### src/hw/rtl/bkt_avg_pkg.sv
// Shared types and constants for the bucket average downsampler.
`timescale 1ns / 1ps
package bkt_avg_pkg;

	localparam int NUM_VALUES   = 8;
	localparam int CHANNELS_DEF = 8;
	localparam int SAMPLE_W     = 16;
	localparam int TS_W         = 32;
	localparam int COUNT_W      = 17;
	localparam int SUM_W        = 33;
	localparam int SCALE_W      = 13;
	localparam int DEN_W        = SCALE_W + COUNT_W;
	localparam int DIV_W        = 32;
	localparam int ITER_W       = 6;
	localparam int CFG_IDX_W    = 1;
	localparam int CFG_DATA_W   = 16;
	localparam int DATA_W       = TS_W + NUM_VALUES * SAMPLE_W;

	localparam logic [COUNT_W-1:0] COUNT_MAX   = {COUNT_W{1'b1}};
	localparam logic [15:0]        DIVISOR_RST = 16'd60;
	localparam logic [15:0]        WATTS_RST   = 16'd10;
	// floor(w / 10) = (w * 52429) >> 19 for any 16-bit w
	localparam logic [15:0]        RECIP_10    = 16'd52429;
	localparam int                 RECIP_SHIFT = 19;

	localparam logic [CFG_IDX_W-1:0] REG_TIME_DIVISOR = 1'd0;
	localparam logic [CFG_IDX_W-1:0] REG_WATTS        = 1'd1;

	typedef logic signed [SAMPLE_W-1:0] sample_t;
	typedef logic [NUM_VALUES-1:0][SAMPLE_W-1:0] sample_vec_t;

	typedef struct packed {
		logic              start;
		logic [DIV_W-1:0]  rem_init;
		logic [DIV_W-1:0]  low;
		logic [ITER_W-1:0] iters;
		logic [DIV_W-1:0]  divisor;
	} div_req_t;

	typedef struct packed {
		logic             busy;
		logic             done;
		logic [DIV_W-1:0] quot;
	} div_rsp_t;

	typedef struct packed {
		logic              valid;
		logic [TS_W-1:0]   bucket;
		sample_vec_t       avg;
		logic              last;
	} result_t;

endpackage

### src/hw/rtl/bkt_avg_div.sv
// Shared radix-2 restoring divider, one quotient bit per cycle.
`timescale 1ns / 1ps
module bkt_avg_div (
	input  logic                  clk,
	input  logic                  arst_n,
	input  bkt_avg_pkg::div_req_t req,
	output bkt_avg_pkg::div_rsp_t rsp
);

	logic [bkt_avg_pkg::DIV_W-1:0]  rem_q;
	logic [bkt_avg_pkg::DIV_W-1:0]  low_q;
	logic [bkt_avg_pkg::DIV_W-1:0]  quo_q;
	logic [bkt_avg_pkg::DIV_W-1:0]  div_q;
	logic [bkt_avg_pkg::ITER_W-1:0] cnt_q;
	logic                           busy_q;
	logic                           done_q;

	logic [bkt_avg_pkg::DIV_W:0]   shifted;
	logic [bkt_avg_pkg::DIV_W:0]   diff;
	logic                          qbit;
	logic [bkt_avg_pkg::DIV_W-1:0] rem_next;

	// remainder stays below the divisor, so one shifted-in bit fits in DIV_W+1
	always_comb begin
		shifted  = {rem_q, low_q[bkt_avg_pkg::DIV_W-1]};
		diff     = shifted - {1'b0, div_q};
		qbit     = (shifted >= {1'b0, div_q});
		rem_next = qbit ? diff[bkt_avg_pkg::DIV_W-1:0] : shifted[bkt_avg_pkg::DIV_W-1:0];
	end

	always_ff @(posedge clk or negedge arst_n) begin
		if (!arst_n) begin
			busy_q <= 1'b0;
			done_q <= 1'b0;
			cnt_q  <= '0;
		end else begin
			done_q <= 1'b0;
			if (req.start) begin
				busy_q <= 1'b1;
				cnt_q  <= req.iters;
			end else if (busy_q) begin
				cnt_q <= cnt_q - 1'b1;
				if (cnt_q == bkt_avg_pkg::ITER_W'(1)) begin
					busy_q <= 1'b0;
					done_q <= 1'b1;
				end
			end
		end
	end

	always_ff @(posedge clk) begin
		if (req.start) begin
			rem_q <= req.rem_init;
			low_q <= req.low;
			quo_q <= '0;
			div_q <= req.divisor;
		end else if (busy_q) begin
			rem_q <= rem_next;
			low_q <= {low_q[bkt_avg_pkg::DIV_W-2:0], 1'b0};
			quo_q <= {quo_q[bkt_avg_pkg::DIV_W-2:0], qbit};
		end
	end

	assign rsp.busy = busy_q;
	assign rsp.done = done_q;
	assign rsp.quot = quo_q;

endmodule

### src/hw/rtl/bkt_avg_seq.sv
// Sequencer: bucket state, accumulation and scheduling of the shared divider.
`timescale 1ns / 1ps
module bkt_avg_seq #(
	parameter int CHANNELS = bkt_avg_pkg::CHANNELS_DEF
) (
	input  logic                             clk,
	input  logic                             arst_n,
	input  logic                             in_valid,
	output logic                             in_ready,
	input  logic [bkt_avg_pkg::TS_W-1:0]     in_ts,
	input  bkt_avg_pkg::sample_vec_t         in_vals,
	input  logic                             in_eod,
	input  logic [15:0]                      time_divisor,
	input  logic [15:0]                      watts,
	input  logic                             out_free,
	output bkt_avg_pkg::result_t             res
);

	localparam int CH_W = (CHANNELS > 1) ? $clog2(CHANNELS) : 1;
	localparam logic [CH_W-1:0] CH_LAST = CH_W'(CHANNELS - 1);

	typedef enum logic [8:0] {
		ST_IDLE  = 9'b000000001,
		ST_TDIV  = 9'b000000010,
		ST_CHECK = 9'b000000100,
		ST_ACC   = 9'b000001000,
		ST_SCALE = 9'b000010000,
		ST_DEN   = 9'b000100000,
		ST_CHS   = 9'b001000000,
		ST_CHW   = 9'b010000000,
		ST_OUT   = 9'b100000000
	} state_t;

	state_t state_q;

	logic                                  valid_q;
	logic                                  eod_q;
	logic                                  last_q;
	logic [bkt_avg_pkg::TS_W-1:0]          open_q;
	logic [bkt_avg_pkg::TS_W-1:0]          bucket_q;
	logic [bkt_avg_pkg::COUNT_W-1:0]       count_q;
	logic [CH_W-1:0]                       ch_q;
	logic [bkt_avg_pkg::SCALE_W-1:0]       scale_q;
	logic [bkt_avg_pkg::DEN_W-1:0]         den_q;
	bkt_avg_pkg::sample_vec_t              vals_q;
	logic signed [bkt_avg_pkg::SUM_W-1:0]  sum_q [CHANNELS];
	logic [bkt_avg_pkg::SAMPLE_W-1:0]      avg_q [CHANNELS];

	bkt_avg_pkg::div_req_t div_req;
	bkt_avg_pkg::div_rsp_t div_rsp;

	logic                                  accept;
	logic [15:0]                           eff_div;
	logic [31:0]                           scale_prod;
	logic [bkt_avg_pkg::SCALE_W-1:0]       scale_raw;
	logic [bkt_avg_pkg::COUNT_W-1:0]       eff_count;
	logic signed [bkt_avg_pkg::SUM_W-1:0]  cur_sum;
	logic                                  cur_neg;
	logic [bkt_avg_pkg::SUM_W-1:0]         neg_sum;
	logic [31:0]                           mag;
	logic [33:0]                           dvd;
	logic [bkt_avg_pkg::DEN_W:0]           dvs;
	logic                                  ovf;
	logic [15:0]                           sat_val;
	logic [15:0]                           quot16;
	logic [15:0]                           div_val;

	bkt_avg_div u_div (
		.clk    (clk),
		.arst_n (arst_n),
		.req    (div_req),
		.rsp    (div_rsp)
	);

	assign in_ready = (state_q == ST_IDLE);
	assign accept   = in_valid && in_ready;
	assign eff_div  = (time_divisor == 16'd0) ? 16'd1 : time_divisor;

	assign scale_prod = 32'(watts) * 32'(bkt_avg_pkg::RECIP_10);
	assign scale_raw  = scale_prod[bkt_avg_pkg::RECIP_SHIFT +: bkt_avg_pkg::SCALE_W];
	assign eff_count  = (count_q == '0) ? bkt_avg_pkg::COUNT_W'(1) : count_q;

	// rounded quotient: (2|s| + den) / (2 den)
	always_comb begin
		cur_sum = sum_q[ch_q];
		cur_neg = cur_sum[bkt_avg_pkg::SUM_W-1];
		neg_sum = -cur_sum;
		mag     = cur_neg ? neg_sum[31:0] : cur_sum[31:0];
		dvd     = {1'b0, mag, 1'b0} + 34'(den_q);
		dvs     = {den_q, 1'b0};
		ovf     = (32'(dvd[33:16]) >= 32'(dvs));
		sat_val = cur_neg ? 16'h8000 : 16'h7fff;
		quot16  = div_rsp.quot[15:0];
		if (cur_neg) begin
			div_val = (quot16 > 16'd32768) ? 16'h8000 : -quot16;
		end else begin
			div_val = (quot16 > 16'd32767) ? 16'h7fff : quot16;
		end
	end

	always_comb begin
		div_req = '0;
		if (accept) begin
			div_req.start   = 1'b1;
			div_req.low     = in_ts;
			div_req.iters   = bkt_avg_pkg::ITER_W'(32);
			div_req.divisor = 32'(eff_div);
		end else if (state_q == ST_CHS && !ovf) begin
			div_req.start    = 1'b1;
			div_req.rem_init = 32'(dvd[33:16]);
			div_req.low      = {dvd[15:0], 16'd0};
			div_req.iters    = bkt_avg_pkg::ITER_W'(16);
			div_req.divisor  = 32'(dvs);
		end
	end

	always_ff @(posedge clk or negedge arst_n) begin
		if (!arst_n) begin
			state_q <= ST_IDLE;
			valid_q <= 1'b0;
			count_q <= '0;
			ch_q    <= '0;
			last_q  <= 1'b0;
			eod_q   <= 1'b0;
		end else begin
			unique case (state_q)
				ST_IDLE: begin
					if (accept) begin
						eod_q   <= in_eod;
						state_q <= ST_TDIV;
					end
				end
				ST_TDIV: begin
					if (div_rsp.done) begin
						state_q <= ST_CHECK;
					end
				end
				ST_CHECK: begin
					if (valid_q && bucket_q != open_q) begin
						last_q  <= 1'b0;
						state_q <= ST_SCALE;
					end else begin
						state_q <= ST_ACC;
					end
				end
				ST_ACC: begin
					if (!valid_q) begin
						valid_q <= 1'b1;
						count_q <= bkt_avg_pkg::COUNT_W'(1);
					end else if (count_q != bkt_avg_pkg::COUNT_MAX) begin
						count_q <= count_q + 1'b1;
					end
					if (eod_q) begin
						last_q  <= 1'b1;
						state_q <= ST_SCALE;
					end else begin
						state_q <= ST_IDLE;
					end
				end
				ST_SCALE: begin
					ch_q    <= '0;
					state_q <= ST_DEN;
				end
				ST_DEN: begin
					state_q <= ST_CHS;
				end
				ST_CHS: begin
					if (!ovf) begin
						state_q <= ST_CHW;
					end else if (ch_q == CH_LAST) begin
						state_q <= ST_OUT;
					end else begin
						ch_q <= ch_q + 1'b1;
					end
				end
				ST_CHW: begin
					if (div_rsp.done) begin
						if (ch_q == CH_LAST) begin
							state_q <= ST_OUT;
						end else begin
							ch_q    <= ch_q + 1'b1;
							state_q <= ST_CHS;
						end
					end
				end
				ST_OUT: begin
					if (out_free) begin
						valid_q <= 1'b0;
						if (last_q) begin
							count_q <= '0;
							state_q <= ST_IDLE;
						end else begin
							state_q <= ST_ACC;
						end
					end
				end
				default: state_q <= ST_IDLE;
			endcase
		end
	end

	always_ff @(posedge clk) begin
		if (accept) begin
			vals_q <= in_vals;
		end
		if (state_q == ST_TDIV && div_rsp.done) begin
			bucket_q <= div_rsp.quot;
		end
		if (state_q == ST_ACC) begin
			// a fresh bucket starts from this sample alone
			if (!valid_q) begin
				open_q <= bucket_q;
			end
			for (int c = 0; c < CHANNELS; c++) begin
				if (!valid_q) begin
					sum_q[c] <= bkt_avg_pkg::SUM_W'(signed'(vals_q[c]));
				end else if (count_q != bkt_avg_pkg::COUNT_MAX) begin
					sum_q[c] <= sum_q[c] + bkt_avg_pkg::SUM_W'(signed'(vals_q[c]));
				end
			end
		end
		if (state_q == ST_SCALE) begin
			scale_q <= (scale_raw == '0) ? bkt_avg_pkg::SCALE_W'(1) : scale_raw;
		end
		if (state_q == ST_DEN) begin
			den_q <= bkt_avg_pkg::DEN_W'(scale_q) * bkt_avg_pkg::DEN_W'(eff_count);
		end
		if (state_q == ST_CHS && ovf) begin
			avg_q[ch_q] <= sat_val;
		end
		if (state_q == ST_CHW && div_rsp.done) begin
			avg_q[ch_q] <= div_val;
		end
	end

	always_comb begin
		res.valid  = (state_q == ST_OUT) && out_free;
		res.bucket = open_q;
		res.last   = last_q;
		res.avg    = '0;
		for (int c = 0; c < CHANNELS; c++) begin
			res.avg[c] = avg_q[c];
		end
	end

	a_div_start_idle: assert property (@(posedge clk) disable iff (!arst_n)
		div_req.start |-> !div_rsp.busy)
		else $error("divider started while busy");

	a_div_done_owner: assert property (@(posedge clk) disable iff (!arst_n)
		div_rsp.done |-> (state_q == ST_TDIV || state_q == ST_CHW))
		else $error("divider result with no waiting state");

	a_emit_open: assert property (@(posedge clk) disable iff (!arst_n)
		(state_q == ST_SCALE) |-> (valid_q && count_q != '0))
		else $error("emitting a bucket that is not open");

	a_res_free: assert property (@(posedge clk) disable iff (!arst_n)
		res.valid |=> !valid_q)
		else $error("bucket still open after its result");

endmodule

### src/hw/rtl/bucket_average_downsampler_top.sv
// Top level: stream ports, configuration registers and output register.
//
//  channel   dir  handshake                 payload
//  s_*       in   s_tvalid / s_tready       s_tdata, s_tlast (end_of_data)
//  m_*       out  m_tvalid / m_tready       m_tdata, m_tlast (final_bucket)
//  cfg_*     in   cfg_valid / cfg_ready     cfg_index, cfg_data
//
// An input word runs a 32-bit bucket division on the shared divider, then
// compare and accumulate. Each result passes the scale and denominator
// states, then a 16-bit rounded division per channel, skipped on saturation.
// Reset leaves no open bucket and the registers at divisor 60, watts 10.
// The next input word is taken while a result waits in the output register;
// a stalled output holds the sequencer only when a second result is ready.
`timescale 1ns / 1ps
module bucket_average_downsampler_top #(
	parameter int CHANNELS = bkt_avg_pkg::CHANNELS_DEF
) (
	input  logic                                  clk,
	input  logic                                  arst_n,
	input  logic                                  s_tvalid,
	output logic                                  s_tready,
	// timestamp[31:0], value_0..value_7 16 bits each from bit 32 up
	input  logic [bkt_avg_pkg::DATA_W-1:0]        s_tdata,
	input  logic                                  s_tlast,
	output logic                                  m_tvalid,
	input  logic                                  m_tready,
	// bucket_index[31:0], avg_0..avg_7 16 bits each from bit 32 up
	output logic [bkt_avg_pkg::DATA_W-1:0]        m_tdata,
	output logic                                  m_tlast,
	input  logic                                  cfg_valid,
	output logic                                  cfg_ready,
	input  logic [bkt_avg_pkg::CFG_IDX_W-1:0]     cfg_index,
	input  logic [bkt_avg_pkg::CFG_DATA_W-1:0]    cfg_data
);

	logic [15:0]                          divisor_q;
	logic [15:0]                          watts_q;
	logic                                 m_valid_q;
	logic [bkt_avg_pkg::DATA_W-1:0]       m_data_q;
	logic                                 m_last_q;
	logic                                 out_free;
	bkt_avg_pkg::sample_vec_t             in_vals;
	bkt_avg_pkg::result_t                 res;

	assign cfg_ready = 1'b1;

	always_ff @(posedge clk or negedge arst_n) begin
		if (!arst_n) begin
			divisor_q <= bkt_avg_pkg::DIVISOR_RST;
			watts_q   <= bkt_avg_pkg::WATTS_RST;
		end else if (cfg_valid) begin
			unique case (cfg_index)
				bkt_avg_pkg::REG_TIME_DIVISOR: divisor_q <= cfg_data;
				bkt_avg_pkg::REG_WATTS:        watts_q   <= cfg_data;
				default: ;
			endcase
		end
	end

	assign in_vals = s_tdata[bkt_avg_pkg::DATA_W-1:bkt_avg_pkg::TS_W];

	bkt_avg_seq #(
		.CHANNELS (CHANNELS)
	) u_seq (
		.clk          (clk),
		.arst_n       (arst_n),
		.in_valid     (s_tvalid),
		.in_ready     (s_tready),
		.in_ts        (s_tdata[bkt_avg_pkg::TS_W-1:0]),
		.in_vals      (in_vals),
		.in_eod       (s_tlast),
		.time_divisor (divisor_q),
		.watts        (watts_q),
		.out_free     (out_free),
		.res          (res)
	);

	assign out_free = !m_valid_q || m_tready;

	always_ff @(posedge clk or negedge arst_n) begin
		if (!arst_n) begin
			m_valid_q <= 1'b0;
		end else if (res.valid) begin
			m_valid_q <= 1'b1;
		end else if (m_tready) begin
			m_valid_q <= 1'b0;
		end
	end

	always_ff @(posedge clk) begin
		if (res.valid) begin
			m_data_q <= {res.avg, res.bucket};
			m_last_q <= res.last;
		end
	end

	assign m_tvalid = m_valid_q;
	assign m_tdata  = m_data_q;
	assign m_tlast  = m_last_q;

endmodule
### config.mk
export PLATFORM = sky130hd
export DESIGN_NAME = bucket_average_downsampler_top
export DESIGN_NICKNAME = d
export VERILOG_FILES = /design/src/hw/rtl/bkt_avg_pkg.sv /design/src/hw/rtl/bkt_avg_div.sv /design/src/hw/rtl/bkt_avg_seq.sv /design/src/hw/rtl/bucket_average_downsampler_top.sv
export SDC_FILE = /design/constraint.sdc
export NUM_CORES = 2
export LEC_CHECK = 0
export BUFFER_PORTS_ARGS = -buffer_cell sky130_fd_sc_hd__buf_2
export CELL_PAD_IN_SITES_DETAIL_PLACEMENT = 1
export CELL_PAD_IN_SITES_GLOBAL_PLACEMENT = 2
export CORE_MARGIN = 8
export CORE_UTILIZATION = 42
export DETAILED_ROUTE_END_ITERATION = 8
export PLACE_DENSITY_LB_ADDON = 0.1
export SLEW_MARGIN = 10
export SYNTH_ARGS = -nofsm -noshare
export SYNTH_HDL_FRONTEND = slang
export SYNTH_SLANG_ARGS = --single-unit
### constraint.sdc
create_clock -name clk -period 23.1 [get_ports clk]
set_input_delay 1.155 -clock clk [delete_from_list [all_inputs] [get_ports clk]]
set_output_delay 1.155 -clock clk [all_outputs]
set_load 0.01 [all_outputs]
==> reports/qor.yml <==
outcome: "finished clean"
design_area_mm2: 0.0736
drc: 0
wire_per_inst_um: 24.2
synthSimpleGateAreaFrac_pct: 11.1
async_flop_share_pct: 7.39
synth_top_cell_by_area: "edfxtp_1"
critPathArrivalTime_ns: 10.17
rsz0062_at_grt: "no"
cts_tree: "built"
hold_viol: 0
syn_avg_cell_area_um2: 10.9
final_nets: 7338
synth-edff-count: 883
fmax_ghz: 0.101
finalSetupTns_ns: 0
netlist_top_cells_count: "edfxtp_1 (883), nand2_1 (579), ha_1 (555)"
ios: 347
cts-htree-levels: 3
post-route-min-period_ns: 9.86
dr.pass1.iters: 5
die_h_um: 411
p_leak_nw: 30.8
grt_pass1_wl_mm: 313
tightest_slew_ns: 1.17
intPower_mw: 5.02
max-vdd-ir-drop_v: 0.000128
clk_latency_ns: 0.79
cts_resized: 0
viasPerCell: 5.62
netSwitchingPower_mw: 3.32
die_area_mm2: 0.169
route.vias.total: 47800
antenna_found_initial: 15
fin_skew_ns: 0.118
routed_wl_mm: 205
power_density_mw_per_mm2: 113
synth_xor_area_share_pct: 4.87
postCtsSetupRepairBufs: 0
clkPwrFrac_pct: 22.3
seqPwrFrac_pct: 30.4
drive_above_1_share_pct: 11.8
setup_viol: 0
area_delta_synth_final_pct: 12.1
postRouteAntennaNets: 0
syn-num-nets: 7014
grt_max_degree: 151
cts-root-buf: "clkbuf_16"
dp_cells: 8289
netlist_area_mm2: 0.0657
synth_compound_area_share_pct: 14.3
core_area_mm2: 0.156
synth.most_common_cell: "edfxtp_1"
rows: 145
ff_latch_area_mm2: 0.0290
power_switching_share_pct: 39.8
path_clk_slew_ns: 0.06
max_cap_violations: 0
slew_headroom_pct: 21.1
min_path_type: "in -> async"
synth_seq_area_share_pct: 44.2
ys_types: 100
n_fill_cell: 16800
final_max_slew_viol_count: 0
synth_top_area_share_pct: 40.4
grt_overflow: 0
endpoint_kind: "flip-flop"
muxShareOfSynthArea_pct: 2.92
io_buffers: 345
synth_cells: 6020
grt_pass1_vias: 49400
synth_top_family_by_area: "adder cells"
routabilityCongestion: 0.900
synthTopCellsByArea: "edfxtp_1 (40%), ha_1 (11%), fa_1 (7.8%)"
slowest_stage: "mux2i_1"
die_width_um: 411
startpoint_type: "flip-flop"
numCtsBuffers: 111
clock_path_buffers: 3
yosysWarnings: 0
multi_input_area_mm2: 0.0340
clock_sinks: 988
start_util_pct: 42.2
hpwl_mm: 160
power_mw: 8.34
crit_type: "reg -> reg"
ys_ff_latch: 988
final_cells: 8500
crit_top_cell: "buf_4"
cp.required_ns: 23.41
combPwrFrac_pct: 47.2
period_share_pct: 42.7
cp_max_fo: 64
drtIter0Drc: 3271
synth_top_flop_cell: "edfxtp_1"
holdBufCountCts: 0
track_usage_pct: 23.8
synthAdderAreaFrac_pct: 18.4
cpPeakStageDelay_ns: 0.68
place_area_mm2: 0.0697
## metal layers
layer / routed length [um] / global-route usage (%)
met4: 5080 / 6.07
met2: 97300 / 39.9
met5: 0 / 0
met1: 95000 / 33.0
met3: 8150 / 2.84
## state kept, by name (all words and copies together) (netlist names), 16 cells and up
name and count:
u_seq.bucket_q 32, u_seq.den_q 30, u_seq.avg_q 128, watts_q 16, u_seq.count_q 17, u_seq.sum_q 264
u_seq.u_div.div_q 31, u_seq.vals_q 128, u_seq.u_div.low_q 32, u_seq.u_div.rem_q 32, m_tdata 160, u_seq.u_div.quo_q 32
divisor_q 16, u_seq.open_q 32
## through the flow
stage	hold WS, ns	util (%)	worst slack (ns)
2_1_floorplan	0.400	-	5.92
3_3_place_gp	0.402	44.8	13.54
3_5_place_dp	0.406	44.8	13.36
4_1_cts	0.292	47.3	13.36
5_1_grt	0.310	47.3	12.72
6_report	0.323	47.3	13.24
## kinds of logic (layout without fill, tap and decap cells)
family / after synthesis / count (layout)
compound gates: 1472 / 1472
xor+xnor: 365 / 365
fa+ha+maj: 811 / 811
buf+inv: 732 / 1151
flops: 988 / 988
mux: 155 / 155
other cells: 1 / 4
simple gates: 1496 / 1496
## layout make-up
type / instances / area share [%]
multi-input cells: 4300 / 46.1
flip-flops and latches: 988 / 39.4
clock buffers: 136 / 4.00
well taps: 2058 / 3.50
repair buffers: 403 / 2.96
inverters: 540 / 2.76
clock inverters: 72 / 1.26
diodes: 3 / 0.0102
## power groups by stage
stage / combinational, mW / clock [mW] / sequential, mW
5_1_grt: 4.54 / 1.97 / 2.56
6_report: 3.94 / 1.86 / 2.54
3_5_place_dp: 3.95 / 0 / 2.57
2_1_floorplan: 2.93 / 0 / 2.47
3_3_place_gp: 3.86 / 0 / 2.57
4_1_cts: 4.00 / 1.91 / 2.54
## cells in the final DEF, fill, tap and decap left out, drive strengths merged, types with 89 or more instances in the layout
| cell type | count |
|---|---|
| edfxtp | 883 |
| nand2 | 579 |
| ha | 555 |
| inv | 543 |
| o21ai | 454 |
| buf | 403 |
| a21oi | 337 |
| fa | 256 |
| nor2 | 246 |
| xor2 | 200 |
| xnor2 | 165 |
| a21o | 141 |
| clkbuf | 136 |
| and2 | 112 |
| nand3 | 89 |
## worst max-delay path: cells and delay by family (launching register included)
| family | cells | cell delay (ns) |
|---|---|---|
| AND/OR/NAND/NOR | 6 | 1.36 |
| AO/OA/AOI/OAI | 14 | 3.20 |
| flip-flops | 1 | 0.59 |
| buffers and inverters | 4 | 1.98 |
| multiplexers | 2 | 1.06 |
| XOR/XNOR | 2 | 0.49 |
| adder cells (fa/ha/maj) | 2 | 0.63 |
## worst paths after layout
path                                                     from                              to  slack (ns)  cells past startpoint
max in group asynchronous                              arst_n    u_seq.count_q[5]$_DFFE_PN0P_       21.59                      2
hold / removal                                         arst_n         u_seq.eod_q$_DFFE_PN0P_        0.32                      1
hold reg to reg            u_seq.u_div.quo_q[31]$_SDFFE_PP0P_    u_seq.bucket_q[31]$_DFFE_PP_        0.40                      0
min in group clk           u_seq.u_div.quo_q[31]$_SDFFE_PP0P_    u_seq.bucket_q[31]$_DFFE_PP_        0.40                      0
setup reg to reg                    u_seq.ch_q[2]$_DFFE_PN0P_  u_seq.u_div.rem_q[6]$_DFFE_PP_       13.24                     30
setup / recovery                    u_seq.ch_q[2]$_DFFE_PN0P_  u_seq.u_div.rem_q[6]$_DFFE_PP_       13.24                     30
Power figures use the tool's default switching activity.
